==> config.mk <==
export PLATFORM = sky130hd
export DESIGN_NAME = keyword_token_classifier_unit
export DESIGN_NICKNAME = d
export VERILOG_FILES = /design/src/rtl/ktc_pkg.sv /design/src/rtl/ktc_scan.sv /design/src/rtl/keyword_token_classifier_unit.sv
export SDC_FILE = /design/constraint.sdc
export NUM_CORES = 1
export LEC_CHECK = 0
export ABC_CLOCK_PERIOD_IN_PS = 4100
export BUFFER_PORTS_ARGS = -buffer_cell sky130_fd_sc_hd__buf_2
export CORE_UTILIZATION = 57
export CTS_CLUSTER_DIAMETER = 150
export CTS_CLUSTER_SIZE = 8
export DETAILED_ROUTE_END_ITERATION = 8
export GPL_TIMING_DRIVEN = 0
export HOLD_SLACK_MARGIN = 0.03
export PLACE_DENSITY = 0.9
export SYNTH_ARGS = -nofsm -noshare
export SYNTH_HDL_FRONTEND = slang
export SYNTH_SLANG_ARGS = --single-unit
==> constraint.sdc <==
create_clock -name clock -period 4.1 [get_ports clock]
set_input_delay 0 -clock clock [delete_from_list [all_inputs] [get_ports clock]]
set_output_delay 0 -clock clock [all_outputs]
set_load 0.01 [all_outputs]
==> src/rtl/ktc_pkg.sv <==
`default_nettype none

package ktc_pkg;

   // keyword table
   localparam int KW_NUM = 8;
   localparam int WORD_LEN_W = 4;

   // keyword text stored reversed, so character p sits at bits [8p +: 8]
   localparam logic [63:0] KW_TEXT [KW_NUM] = '{
      64'("edulcni"), 64'("tni"), 64'("taolf"), 64'("rahc"),
      64'("elbuod"), 64'("otog"), 64'("rof"), 64'("elihw")
   };

   localparam logic [WORD_LEN_W-1:0] KW_LEN [KW_NUM] = '{
      4'd7, 4'd3, 4'd5, 4'd4, 4'd6, 4'd4, 4'd3, 4'd5
   };

   localparam logic [WORD_LEN_W-1:0] WORD_LEN_MAX = 4'd15;

   // class of the word closed by an item
   typedef enum logic [1:0] {
      WC_NONE    = 2'd0,
      WC_KEYWORD = 2'd1,
      WC_IDENT   = 2'd2,
      WC_INVALID = 2'd3
   } word_class_type;

   // class of the byte itself
   typedef enum logic [2:0] {
      DC_WORD    = 3'd0,
      DC_SPACE   = 3'd1,
      DC_OPER    = 3'd2,
      DC_PUNCT   = 3'd3,
      DC_IGNORED = 3'd4
   } delim_class_type;

   // word in progress
   typedef struct packed {
      logic [KW_NUM-1:0]     cand;
      logic [WORD_LEN_W-1:0] len;
      logic                  first_letter;
   } word_state_type;

   // outcome of scanning one byte
   typedef struct packed {
      word_state_type  word_next;
      word_class_type  word_class;
      delim_class_type delim_class;
      logic            kw_inc;
      logic            id_inc;
      logic            op_inc;
      logic            pu_inc;
      logic            set_halt;
   } scan_result_type;

endpackage

`default_nettype wire

==> src/rtl/ktc_scan.sv <==
`default_nettype none

module ktc_scan (
   input  wire logic [7:0]               byte_value,
   input  wire ktc_pkg::word_state_type  word_cur,
   input  wire logic                     halted,
   output ktc_pkg::scan_result_type      result
);
   import ktc_pkg::*;

   // classify the byte, advance the candidate mask, close words on delimiters
   always_comb begin
      logic              is_letter;
      logic              is_digit;
      logic [KW_NUM-1:0] mask;
      logic              kw_hit;

      is_letter = (byte_value inside {[8'h41:8'h5a], [8'h61:8'h7a]});
      is_digit  = (byte_value inside {[8'h30:8'h39]});
      mask      = '0;
      kw_hit    = 1'b0;

      result             = '0;
      result.word_next   = word_cur;
      result.word_class  = WC_NONE;
      result.delim_class = DC_IGNORED;

      if (!halted) begin
         if (byte_value inside {8'h2c, 8'h3b}) begin
            result.delim_class = DC_PUNCT;
         end else if (byte_value inside {8'h2b, 8'h2d, 8'h2a, 8'h2f, 8'h25, 8'h3d}) begin
            result.delim_class = DC_OPER;
         end else if (byte_value inside {8'h20, [8'h09:8'h0d]}) begin
            result.delim_class = DC_SPACE;
         end else if (is_letter || is_digit || byte_value == 8'h5f) begin
            result.delim_class = DC_WORD;
         end

         // per-keyword prefix match and hit on exact length
         for (int k = 0; k < KW_NUM; k++) begin
            if (word_cur.cand[k] && (word_cur.len < KW_LEN[k]) &&
                (KW_TEXT[k][{word_cur.len[2:0], 3'b000} +: 8] == byte_value)) begin
               mask[k] = 1'b1;
            end
            if (word_cur.cand[k] && (KW_LEN[k] == word_cur.len)) begin
               kw_hit = 1'b1;
            end
         end

         case (result.delim_class)
            DC_WORD: begin
               result.word_next.cand = mask;
               if (word_cur.len == '0) begin
                  result.word_next.first_letter = is_letter;
               end
               if (word_cur.len != WORD_LEN_MAX) begin
                  result.word_next.len = word_cur.len + 1'b1;
               end
            end
            DC_SPACE, DC_OPER, DC_PUNCT: begin
               result.pu_inc = (result.delim_class == DC_PUNCT);
               result.op_inc = (result.delim_class == DC_OPER);
               if (word_cur.len != '0) begin
                  if (kw_hit) begin
                     result.word_class = WC_KEYWORD;
                     result.kw_inc     = 1'b1;
                  end else if (word_cur.first_letter) begin
                     result.word_class = WC_IDENT;
                     result.id_inc     = 1'b1;
                  end else begin
                     result.word_class = WC_INVALID;
                     result.set_halt   = 1'b1;
                  end
               end
               result.word_next.cand         = '1;
               result.word_next.len          = '0;
               result.word_next.first_letter = 1'b0;
            end
            default: begin
               result.word_next = word_cur;
            end
         endcase
      end
   end

endmodule

`default_nettype wire

==> src/rtl/keyword_token_classifier_unit.sv <==
`default_nettype none

// an accepted item is held in the input register and loads the result register when that
// register is free, or waits there while a waiting result is stalled by rsp_ready
// one item per cycle while rsp_ready does not stall the result; each byte goes through one registered scan pass,
// and the word state and counters update as the item moves into the result register
// reset clears the input and result stages, the word state, all counters and
// the halted flag

module keyword_token_classifier_unit #(
   parameter int COUNT_WIDTH = 16
) (
   input  wire  logic        clock,
   input  wire  logic        reset,
   input  wire  logic        req_valid,
   output logic              req_ready,
   input  wire  logic [7:0]  req_byte_value,
   output logic              rsp_valid,
   input  wire  logic        rsp_ready,
   output logic [1:0]        rsp_word_class,
   output logic [2:0]        rsp_delimiter_class,
   output logic [15:0]       rsp_keyword_total,
   output logic [15:0]       rsp_identifier_total,
   output logic [15:0]       rsp_operator_total,
   output logic [15:0]       rsp_punctuator_total,
   output logic              rsp_halted
);
   import ktc_pkg::*;

   logic                   in_valid_ff, in_valid_in;
   logic [7:0]             in_byte_ff;
   logic                   out_valid_ff, out_valid_in;
   word_class_type         word_class_ff;
   delim_class_type        delim_class_ff;
   word_state_type         word_ff, word_in;
   logic                   halt_ff, halt_in;
   logic [COUNT_WIDTH-1:0] kw_cnt_ff, kw_cnt_in;
   logic [COUNT_WIDTH-1:0] id_cnt_ff, id_cnt_in;
   logic [COUNT_WIDTH-1:0] op_cnt_ff, op_cnt_in;
   logic [COUNT_WIDTH-1:0] pu_cnt_ff, pu_cnt_in;
   logic                   load_out;
   scan_result_type        scan;

   // stage handshake
   assign load_out  = in_valid_ff && (!out_valid_ff || rsp_ready);
   assign req_ready = !in_valid_ff || load_out;

   always_comb begin
      in_valid_in = in_valid_ff;
      if (req_valid && req_ready) begin
         in_valid_in = 1'b1;
      end else if (load_out) begin
         in_valid_in = 1'b0;
      end
      out_valid_in = out_valid_ff;
      if (load_out) begin
         out_valid_in = 1'b1;
      end else if (rsp_ready) begin
         out_valid_in = 1'b0;
      end
   end

   ktc_scan u_scan (
      .byte_value (in_byte_ff),
      .word_cur   (word_ff),
      .halted     (halt_ff),
      .result     (scan)
   );

   // next state and saturating counters
   always_comb begin
      word_in   = word_ff;
      halt_in   = halt_ff;
      kw_cnt_in = kw_cnt_ff;
      id_cnt_in = id_cnt_ff;
      op_cnt_in = op_cnt_ff;
      pu_cnt_in = pu_cnt_ff;
      if (load_out) begin
         word_in = scan.word_next;
         halt_in = halt_ff || scan.set_halt;
         if (scan.kw_inc && kw_cnt_ff != '1) kw_cnt_in = kw_cnt_ff + 1'b1;
         if (scan.id_inc && id_cnt_ff != '1) id_cnt_in = id_cnt_ff + 1'b1;
         if (scan.op_inc && op_cnt_ff != '1) op_cnt_in = op_cnt_ff + 1'b1;
         if (scan.pu_inc && pu_cnt_ff != '1) pu_cnt_in = pu_cnt_ff + 1'b1;
      end
   end

   // control and state registers
   always_ff @(posedge clock) begin
      if (reset) begin
         in_valid_ff  <= 1'b0;
         out_valid_ff <= 1'b0;
         word_ff      <= '{cand: '1, len: '0, first_letter: 1'b0};
         halt_ff      <= 1'b0;
         kw_cnt_ff    <= '0;
         id_cnt_ff    <= '0;
         op_cnt_ff    <= '0;
         pu_cnt_ff    <= '0;
      end else begin
         in_valid_ff  <= in_valid_in;
         out_valid_ff <= out_valid_in;
         word_ff      <= word_in;
         halt_ff      <= halt_in;
         kw_cnt_ff    <= kw_cnt_in;
         id_cnt_ff    <= id_cnt_in;
         op_cnt_ff    <= op_cnt_in;
         pu_cnt_ff    <= pu_cnt_in;
      end
   end

   // payload registers
   always_ff @(posedge clock) begin
      if (req_valid && req_ready) begin
         in_byte_ff <= req_byte_value;
      end
      if (load_out) begin
         word_class_ff  <= scan.word_class;
         delim_class_ff <= scan.delim_class;
      end
   end

   // result ports; counters and flag change only when a new result loads
   assign rsp_valid            = out_valid_ff;
   assign rsp_word_class       = word_class_ff;
   assign rsp_delimiter_class  = delim_class_ff;
   assign rsp_keyword_total    = 16'(kw_cnt_ff);
   assign rsp_identifier_total = 16'(id_cnt_ff);
   assign rsp_operator_total   = 16'(op_cnt_ff);
   assign rsp_punctuator_total = 16'(pu_cnt_ff);
   assign rsp_halted           = halt_ff;

   // halted flag is sticky until reset
   assert property (@(posedge clock) disable iff (reset) halt_ff |=> halt_ff)
      else $error("halted flag cleared without reset");

   // an invalid word always reports halted
   assert property (@(posedge clock) disable iff (reset)
      (rsp_valid && rsp_word_class == WC_INVALID) |-> rsp_halted)
      else $error("invalid word without halted");

   // while halted no counter moves
   assert property (@(posedge clock) disable iff (reset)
      halt_ff |=> ($stable(kw_cnt_ff) && $stable(id_cnt_ff) &&
                   $stable(op_cnt_ff) && $stable(pu_cnt_ff)))
      else $error("counter changed while halted");

   // state only advances when a result loads
   assert property (@(posedge clock) disable iff (reset)
      !load_out |=> ($stable(word_ff) && $stable(kw_cnt_ff)))
      else $error("word state changed without a result load");

endmodule

`default_nettype wire
==> results.py, run 1 <==
metrics = {
    "outcome": {
        "outcome": "finished clean",
    },
    "min_path": {
        "hold_start": "reset",
        "hp-class": "input pin to flip-flop",
        "holdPathStages": 3,
        "hold_end": "rsp_keyword_total[4]",
    },
    "critical_path": {
        "end_kind": "flip-flop",
        "worstPathArrival_ns": 3.83,
        "critPathTopFamily": "buffers and inverters",
        "crit_buf_inv": 4,
        "worst-r2r-setup-slack_ns": 0.53,
        "critPathKind": "flip-flop to flip-flop",
        "cpMostUsedCell": "buf_2",
        "cp-start-kind": "flip-flop",
        "critPathRequiredTime_ns": 4.36,
        "crit_cells": 11,
        "crit_path_top_delay_cell": "dfxtp_1",
        "path_cells": "clkbuf_1 > inv_1 > ha_1 > buf_2 > a221o_1 > o21ai_1 > nand3_1 > buf_2 > nor4_2 > xnor2_1 > nor2_1",
        "r2r_cells": 11,
        "crit_path_max_fanout": 10,
        "r2r-end": "rsp_identifier_total[8]",
        "slowest_delay_ns": 0.40,
        "rr_startpoint": "word_ff[1]",
    },
    "timing": {
        "rsz0062_at_grt": "false",
        "setup_viol": 0,
        "worst_pin_slew_ns": 1.02,
        "period_share_pct": 87.1,
        "fmax_mhz": 280,
        "layout_min_cycle_time_ns": 3.57,
        "hold_violations": 0,
        "slew_headroom_pct": 31.3,
        "worst_slack_ns": 0.528,
        "maxSlewViolCount": 0,
        "final.setup.tns_ns": 0,
        "fin_skew_ns": 0.0180,
        "hold_ws_ns": 0.0866,
    },
    "power_and_ir_drop": {
        "powerDensity_nw_per_um2": 281,
        "p_leak_uw": 0.00236,
        "ir_drop_uv": 217,
        "seq_power_share_pct": 53.3,
        "internal_power_uw": 1300,
        "swShare_pct": 27.1,
        "switching_power_uw": 483,
        "power_frac_comb_pct": 10.9,
        "p_clk_share_pct": 35.8,
    },
    "cells_and_area": {
        "fillers": 714,
        "antennaDiodeCount": 0,
        "layout_commonest_cell": "nor2_1",
        "fin_cells": 884,
        "drive_gt1_share_pct": 17.6,
        "seq_area_sq_um": 1990,
        "multiInputGateArea_sq_um": 3210,
        "layout_common_cells": "96 x nor2_1, 92 x buf_2, 80 x dfxtp_1",
        "fin_util_pct": 68.5,
        "area_growth_pct": 16.0,
        "num-nets-final": 773,
    },
    "clock_network": {
        "cts.sinks": 93,
        "clock_path_buffers": 2,
        "cts_root_buf": "clkbuf_8",
        "cts_hold_buf": 10,
        "path_clk_slew_ns": 0.09,
        "clock_latency_ns": 0.39,
        "cts_resized": 0,
        "cts_tree": "done",
        "cts-buffers-inserted": 9,
        "cts_setup_buffers": 0,
        "htreeDepth": 3,
    },
    "floorplan": {
        "floorplan.die_area_sq_um": 9970,
        "die_h_um": 99.8,
        "initial_core_util_pct": 59.1,
        "fp.dieW_um": 99.8,
        "core-area_sq_um": 9240,
        "std_cell_rows": 35,
        "io_pins": 84,
    },
    "placed_design": {
        "dp.cells": 858,
        "gp_congestion": 0.957,
        "io_buffers": 82,
        "post-place-ws_ns": 0.630,
        "dp.final_hpwl_mm": 10.5,
    },
    "routing": {
        "wl_mm": 14.5,
        "vias": 5321,
        "drt_iter0_drc": 357,
        "detail-route-antenna-nets": 0,
        "viasPerCell": 6.02,
        "wire_per_inst_um": 16.4,
        "post-route-drc-count": 0,
        "dr.pass1.iters": 5,
    },
    "yosys": {
        "synthesis.area_sq_um": 5460,
        "synth_fa_ha_area_share_pct": 2.71,
        "ys_types": 72,
        "syn_nets": 670,
        "synth_top_family_by_area": "simple AND/OR/NAND/NOR gates",
        "seq_area_frac_synth_pct": 36.5,
        "async_reset_ff_share_pct": 0,
        "synth_compound_area_share_pct": 13.5,
        "yosys_warnings": 0,
        "ys.flop_type": "dfxtp_1",
        "synth-simple-area-share_pct": 30.2,
        "muxShareOfSynthArea_pct": 0.757,
        "syn_avg_cell_area_sq_um": 8.43,
        "ys_ff_latch": 93,
        "synth_xor_xnor_area_share_pct": 11.7,
        "syn_inst": 647,
        "synth-edff-count": 13,
    },
    "global_routing": {
        "antenna_found_initial": 0,
        "grt_pass1_vias": 4930,
        "grt_max_degree": 18,
        "grt_util_all_layers_pct": 29.8,
        "grt_overflow": 0,
        "grt_pass1_wl_mm": 23.7,
    },
    "flow_run": {
        "drv_cap": 0,
    },
}
-- worst min-delay path, stage by stage --
cell and delay [ns]:
clkbuf_1 0.15, nand2b_1 0.17, o21bai_1 0.11
-- power by group through the flow --
stage | Clock [uW] | Sequential [uW] | Combinational, uW
6_report | 636 | 949 | 195
3_5_place_dp | 0 | 970 | 181
3_3_place_gp | 0 | 969 | 178
4_1_cts | 647 | 949 | 190
2_1_floorplan | 0 | 967 | 133
5_1_grt | 673 | 951 | 212
-- Yosys cell counts, drive strengths merged (6+ instances only) --
cell type / instances / area, sq um
buf: 15 / 87.6
o21ai: 25 / 136
nor4b: 8 / 82.6
or3: 6 / 37.5
and3: 9 / 56.3
and2: 8 / 50.1
inv: 14 / 52.6
nor2: 97 / 367
xnor2: 41 / 359
nand2: 47 / 176
nand3: 32 / 160
dfxtp: 80 / 1600
nor4: 26 / 225
ha: 11 / 138
a211o: 8 / 70.1
a21oi: 23 / 130
clkbuf: 30 / 113
xor2: 32 / 280
nand4: 28 / 175
edfxtp: 13 / 390
nor3: 16 / 85.1
-- metal layers --
layer	part of all wire [%]	track usage, %	vias up
li1	-	-	2548
met1	44	39.0	2487
met2	46	47.3	237
met3	6.8	6.89	49
met4	3.1	12.4	0
met5	0	0	-
-- layout make-up --
cell class	count	area share, %
Multi-Input combinational cell	495	50.7
Timing Repair Buffer	92	8.06
Buffer	45	3.16
Clock inverter	7	1.25
Sequential cell	93	31.5
Tap cell	129	2.55
Clock buffer	9	1.96
Inverter	14	0.830
-- registers in the layout, indices dropped and copies added (netlist names) --
name and cells:
in_byte_ff 8, in_valid_ff 1, rsp_delimiter_class 3, rsp_halted 1, rsp_identifier_total 16, rsp_keyword_total 16
rsp_operator_total 16, rsp_punctuator_total 16, rsp_valid 1, rsp_word_class 2, word_ff 13
-- cell families (layout without fill, tap and decap cells) --
family                   count (synthesis)  in the layout
AO/OA/AOI/OAI                          101            101
XOR/XNOR                                73             73
adder cells (fa/ha/maj)                 12             12
buffers and inverters                   59            167
flip-flops                              93             93
multiplexers                             4              4
AND/OR/NAND/NOR                        305            305
-- worst max path at each step --
stage	from	slack [ns]	end
after floorplan	word_ff[1]	1.30	rsp_identifier_total[10]
after CTS	word_ff[1]	0.59	rsp_identifier_total[5]
after global placement	word_ff[1]	0.72	rsp_identifier_total[10]
final	word_ff[1]	0.53	rsp_identifier_total[8]
after global routing	word_ff[1]	0.37	rsp_identifier_total[5]
after detailed placement	word_ff[1]	0.63	rsp_identifier_total[9]
-- per-stage QoR --
step | cell area [sq um] | total power [uW]
after floorplan | 5460 | 1100
after global placement | 6030 | 1150
after detailed placement | 6030 | 1150
after CTS | 6330 | 1790
after global routing | 6330 | 1840
final | 6330 | 1780
No activity file was read; power rests on OpenSTA's default activity.
==> run 2: changes to the inputs <==
--- a/config.mk
+++ b/config.mk
@@ -6,8 +6,8 @@
 export NUM_CORES = 1
 export LEC_CHECK = 0
 export ABC_CLOCK_PERIOD_IN_PS = 4100
-export BUFFER_PORTS_ARGS = -buffer_cell sky130_fd_sc_hd__buf_2
-export CORE_UTILIZATION = 57
+export BUFFER_PORTS_ARGS = -buffer_cell sky130_fd_sc_hd__clkbuf_2
+export CORE_UTILIZATION = 58
 export CTS_CLUSTER_DIAMETER = 150
 export CTS_CLUSTER_SIZE = 8
 export DETAILED_ROUTE_END_ITERATION = 8
@@ -16,4 +16,5 @@
 export PLACE_DENSITY = 0.9
 export SYNTH_ARGS = -nofsm -noshare
 export SYNTH_HDL_FRONTEND = slang
+export SYNTH_HIERARCHICAL = 1
 export SYNTH_SLANG_ARGS = --single-unit
==> run 2 against run 1 <==
  * Register-to-register slack got worse by 0.33 ns
  * Largest cell class unchanged
  * Critical path depth increased by 2
  * Final area increased by 9.9%
  * Critical endpoint is now rsp_identifier_total[12]
  * Clock power increased by 4.1%
  * Non-clock buffer count increased by 8
==> results.py, run 2 <==
metrics = {
    "critical_path": {
        "rr_startpoint": "word_ff[1]",
        "path_cells": "clkbuf_2 > inv_1 > ha_1 > a22o_1 > o31a_1 > a2111oi_4 > and2_1 > and2_1 > clkbuf_1 > nand4_1 > buf_4 > nor4_1 > mux2_2",
        "crit_path_top_delay_cell": "dfxtp_1",
        "worstPathArrival_ns": 4.19,
        "crit_path_max_fanout": 9,
        "cp-endpoint": "rsp_identifier_total[12]",
        "r2r-end": "rsp_identifier_total[12]",
        "r2r_cells": 13,
        "slowest_delay_ns": 0.43,
        "cp-start-kind": "flip-flop",
        "worst-r2r-setup-slack_ns": 0.20,
        "end_kind": "flip-flop",
        "startpoint": "word_ff[1]",
        "critPathTopFamily": "compound AO/OA/AOI/OAI gates",
        "cpMostUsedCell": "and2_1",
        "crit_buf_inv": 4,
        "critPathRequiredTime_ns": 4.38,
        "critPathKind": "flip-flop to flip-flop",
        "crit_cells": 13,
    },
    "power_and_ir_drop": {
        "powerDensity_nw_per_um2": 259,
        "internal_power_uw": 1330,
        "switching_power_uw": 471,
        "p_clk_share_pct": 36.6,
        "ir_drop_uv": 283,
        "swShare_pct": 26.1,
        "design_power_total_uw": 1810,
        "power_frac_comb_pct": 10.6,
        "seq_power_share_pct": 52.8,
        "p_leak_uw": 0.00251,
    },
    "cells_and_area": {
        "area_growth_pct": 15.4,
        "layout_commonest_cell": "clkbuf_2",
        "drive_gt1_share_pct": 19.9,
        "final_cell_area_sq_um": 6960,
        "layout_common_cells": "83 x clkbuf_2, 79 x dfxtp_1, 61 x nand2_1",
        "num-nets-final": 865,
        "fin_cells": 979,
        "fin_util_pct": 70.2,
        "antennaDiodeCount": 0,
    },
    "floorplan": {
        "initial_core_util_pct": 60.8,
        "floorplan.die_area_sq_um": 10800,
        "fp.dieW_um": 104,
        "io_pins": 84,
        "core-area_sq_um": 9910,
        "die_h_um": 104,
        "std_cell_rows": 36,
    },
    "yosys": {
        "ys_ff_latch": 93,
        "syn_avg_cell_area_sq_um": 8.21,
        "syn_nets": 758,
        "yosysTopAreaCellShare_pct": 26.6,
        "yosys_warnings": 6,
        "ys.flop_type": "dfxtp_1",
        "syn_inst": 734,
        "synth_largest_area_cell": "dfxtp_1",
        "synth_area_leaders": "dfxtp_1 27%, edfxtp_1 6.5%, a21oi_1 4.8%",
        "async_reset_ff_share_pct": 0,
        "synthesis.area_sq_um": 6030,
        "seq_area_frac_synth_pct": 33.0,
        "ys_types": 79,
        "yosysMostFrequentCell": "dfxtp_1",
        "synth-edff-count": 13,
        "netlist_top_cells_count": "80 x dfxtp_1, 61 x nand2_1, 58 x a21oi_1",
    },
    "timing": {
        "hold_violations": 0,
        "setup_viol": 0,
        "layout_min_cycle_time_ns": 3.90,
        "fmax_mhz": 256,
        "worst_pin_slew_ns": 0.950,
        "period_share_pct": 95.2,
        "rsz0062_at_grt": "false",
        "slew_headroom_pct": 36.1,
        "maxSlewViolCount": 0,
        "fin_skew_ns": 0.0164,
        "final.setup.tns_ns": 0,
    },
    "global_routing": {
        "grt_overflow": 0,
        "grt_util_all_layers_pct": 33.5,
        "antenna_found_initial": 0,
        "grt_max_degree": 17,
        "grt_pass1_wl_mm": 29.4,
        "grt_pass1_vias": 6116,
    },
    "clock_network": {
        "clock_path_buffers": 2,
        "path_clk_slew_ns": 0.10,
        "cts_tree": "done",
        "cts_root_buf": "clkbuf_8",
        "clock_latency_ns": 0.38,
        "cts.sinks": 93,
        "htreeDepth": 3,
        "cts-buffers-inserted": 9,
    },
    "placed_design": {
        "placed_cell_area_sq_um": 6610,
        "dp.cells": 949,
        "dp.final_hpwl_mm": 13.0,
        "gp_congestion": 0.960,
        "io_buffers": 82,
    },
    "flow_run": {
        "drv_cap": 0,
    },
    "routing": {
        "drt_iter0_drc": 595,
        "vias": 6558,
        "post-route-drc-count": 0,
        "detail-route-antenna-nets": 0,
        "wire_per_inst_um": 18.5,
        "viasPerCell": 6.70,
        "wl_mm": 18.1,
        "dr.pass1.iters": 6,
    },
    "min_path": {
        "hp-class": "input pin to flip-flop",
    },
    "outcome": {
        "outcome": "finished clean",
    },
}
[run 2: cell types whose count changed after synthesis, sizes merged, moves of 14 or more]
cell / before / now
nor2: 97 / 45
nor2b: 3 / 28
xnor2: 41 / 10
nand2: 47 / 61
mux2: 1 / 16
o31ai: 1 / 31
or4: 0 / 32
a21oi: 23 / 60
xor2: 32 / 4
[run 2: stage by stage]
stage	setup WS, ns	hold slack [ns]
after global routing	0.0108	0.138
after CTS	0.00654	0.106
after floorplan	0.648	0.0989
final	0.195	0.102
after global placement	-0.0426	0.177
after detailed placement	-0.175	0.179
[run 2: kinds of logic after synthesis]
kind of cell / synth area share, %
and+or+nand+nor: 32.6
AOI/OAI and AO/OA: 21.2
DFF: 33.0
buffers and inverters: 4.94
muxes: 3.65
xor gates and xnor gates: 2.03
adders and majority gates: 2.49
[run 2: worst min-delay path: stages]
cell and delay (ns):
clkbuf_1 0.17, nor2b_1 0.14, mux2_2 0.15
[run 2: repair_timing]
item / 4_1_cts / 5_1_grt
pin swaps: 1 / 1
gates resized for setup: 2 / 3
hold endpoints to repair: 10 / 0
hold buffers: 10 / 0
setup endpoints to repair: 9 / 10
buffers inserted: 3 / 1
[run 2: power groups by stage]
stage                     registers [uW]  clock network (uW)  logic (uW)
after floorplan                      970                   0         128
after CTS                            952                 657         186
after detailed placement             973                   0         177
after global placement               972                   0         171
after global routing                 954                 698         207
final                                952                 662         191
[run 2: per-layer routing]
layer | track usage (%) | vias to the layer above | share of wire, %
met5 | 0 | - | 0
met4 | 19.8 | 0 | 4.9
met3 | 7.21 | 93 | 8.9
met2 | 55.2 | 374 | 47
met1 | 40.0 | 3086 | 40
li1 | - | 3005 | -
[run 2: worst min-delay path by stage]
stage	startpoint	to	depth (start not counted)
6_report	reset	rsp_operator_total[12]	3
5_1_grt	reset	rsp_identifier_total[0]	3
4_1_cts	reset	rsp_identifier_total[0]	3
3_5_place_dp	req_byte_value[5]	in_byte_ff[5]	1
3_3_place_gp	req_byte_value[5]	in_byte_ff[5]	1
2_1_floorplan	req_byte_value[0]	in_byte_ff[0]	0
[run 2: final cells by class]
cell class	count	area, sq um
multi-input cells	573	3740
plain buffers	49	229
repair buffers	96	541
inverters	19	71.3
clock buffers	12	156
fillers	775	2950
flip-flops and latches	93	1990
clock inverters	4	56.3
well taps	133	166
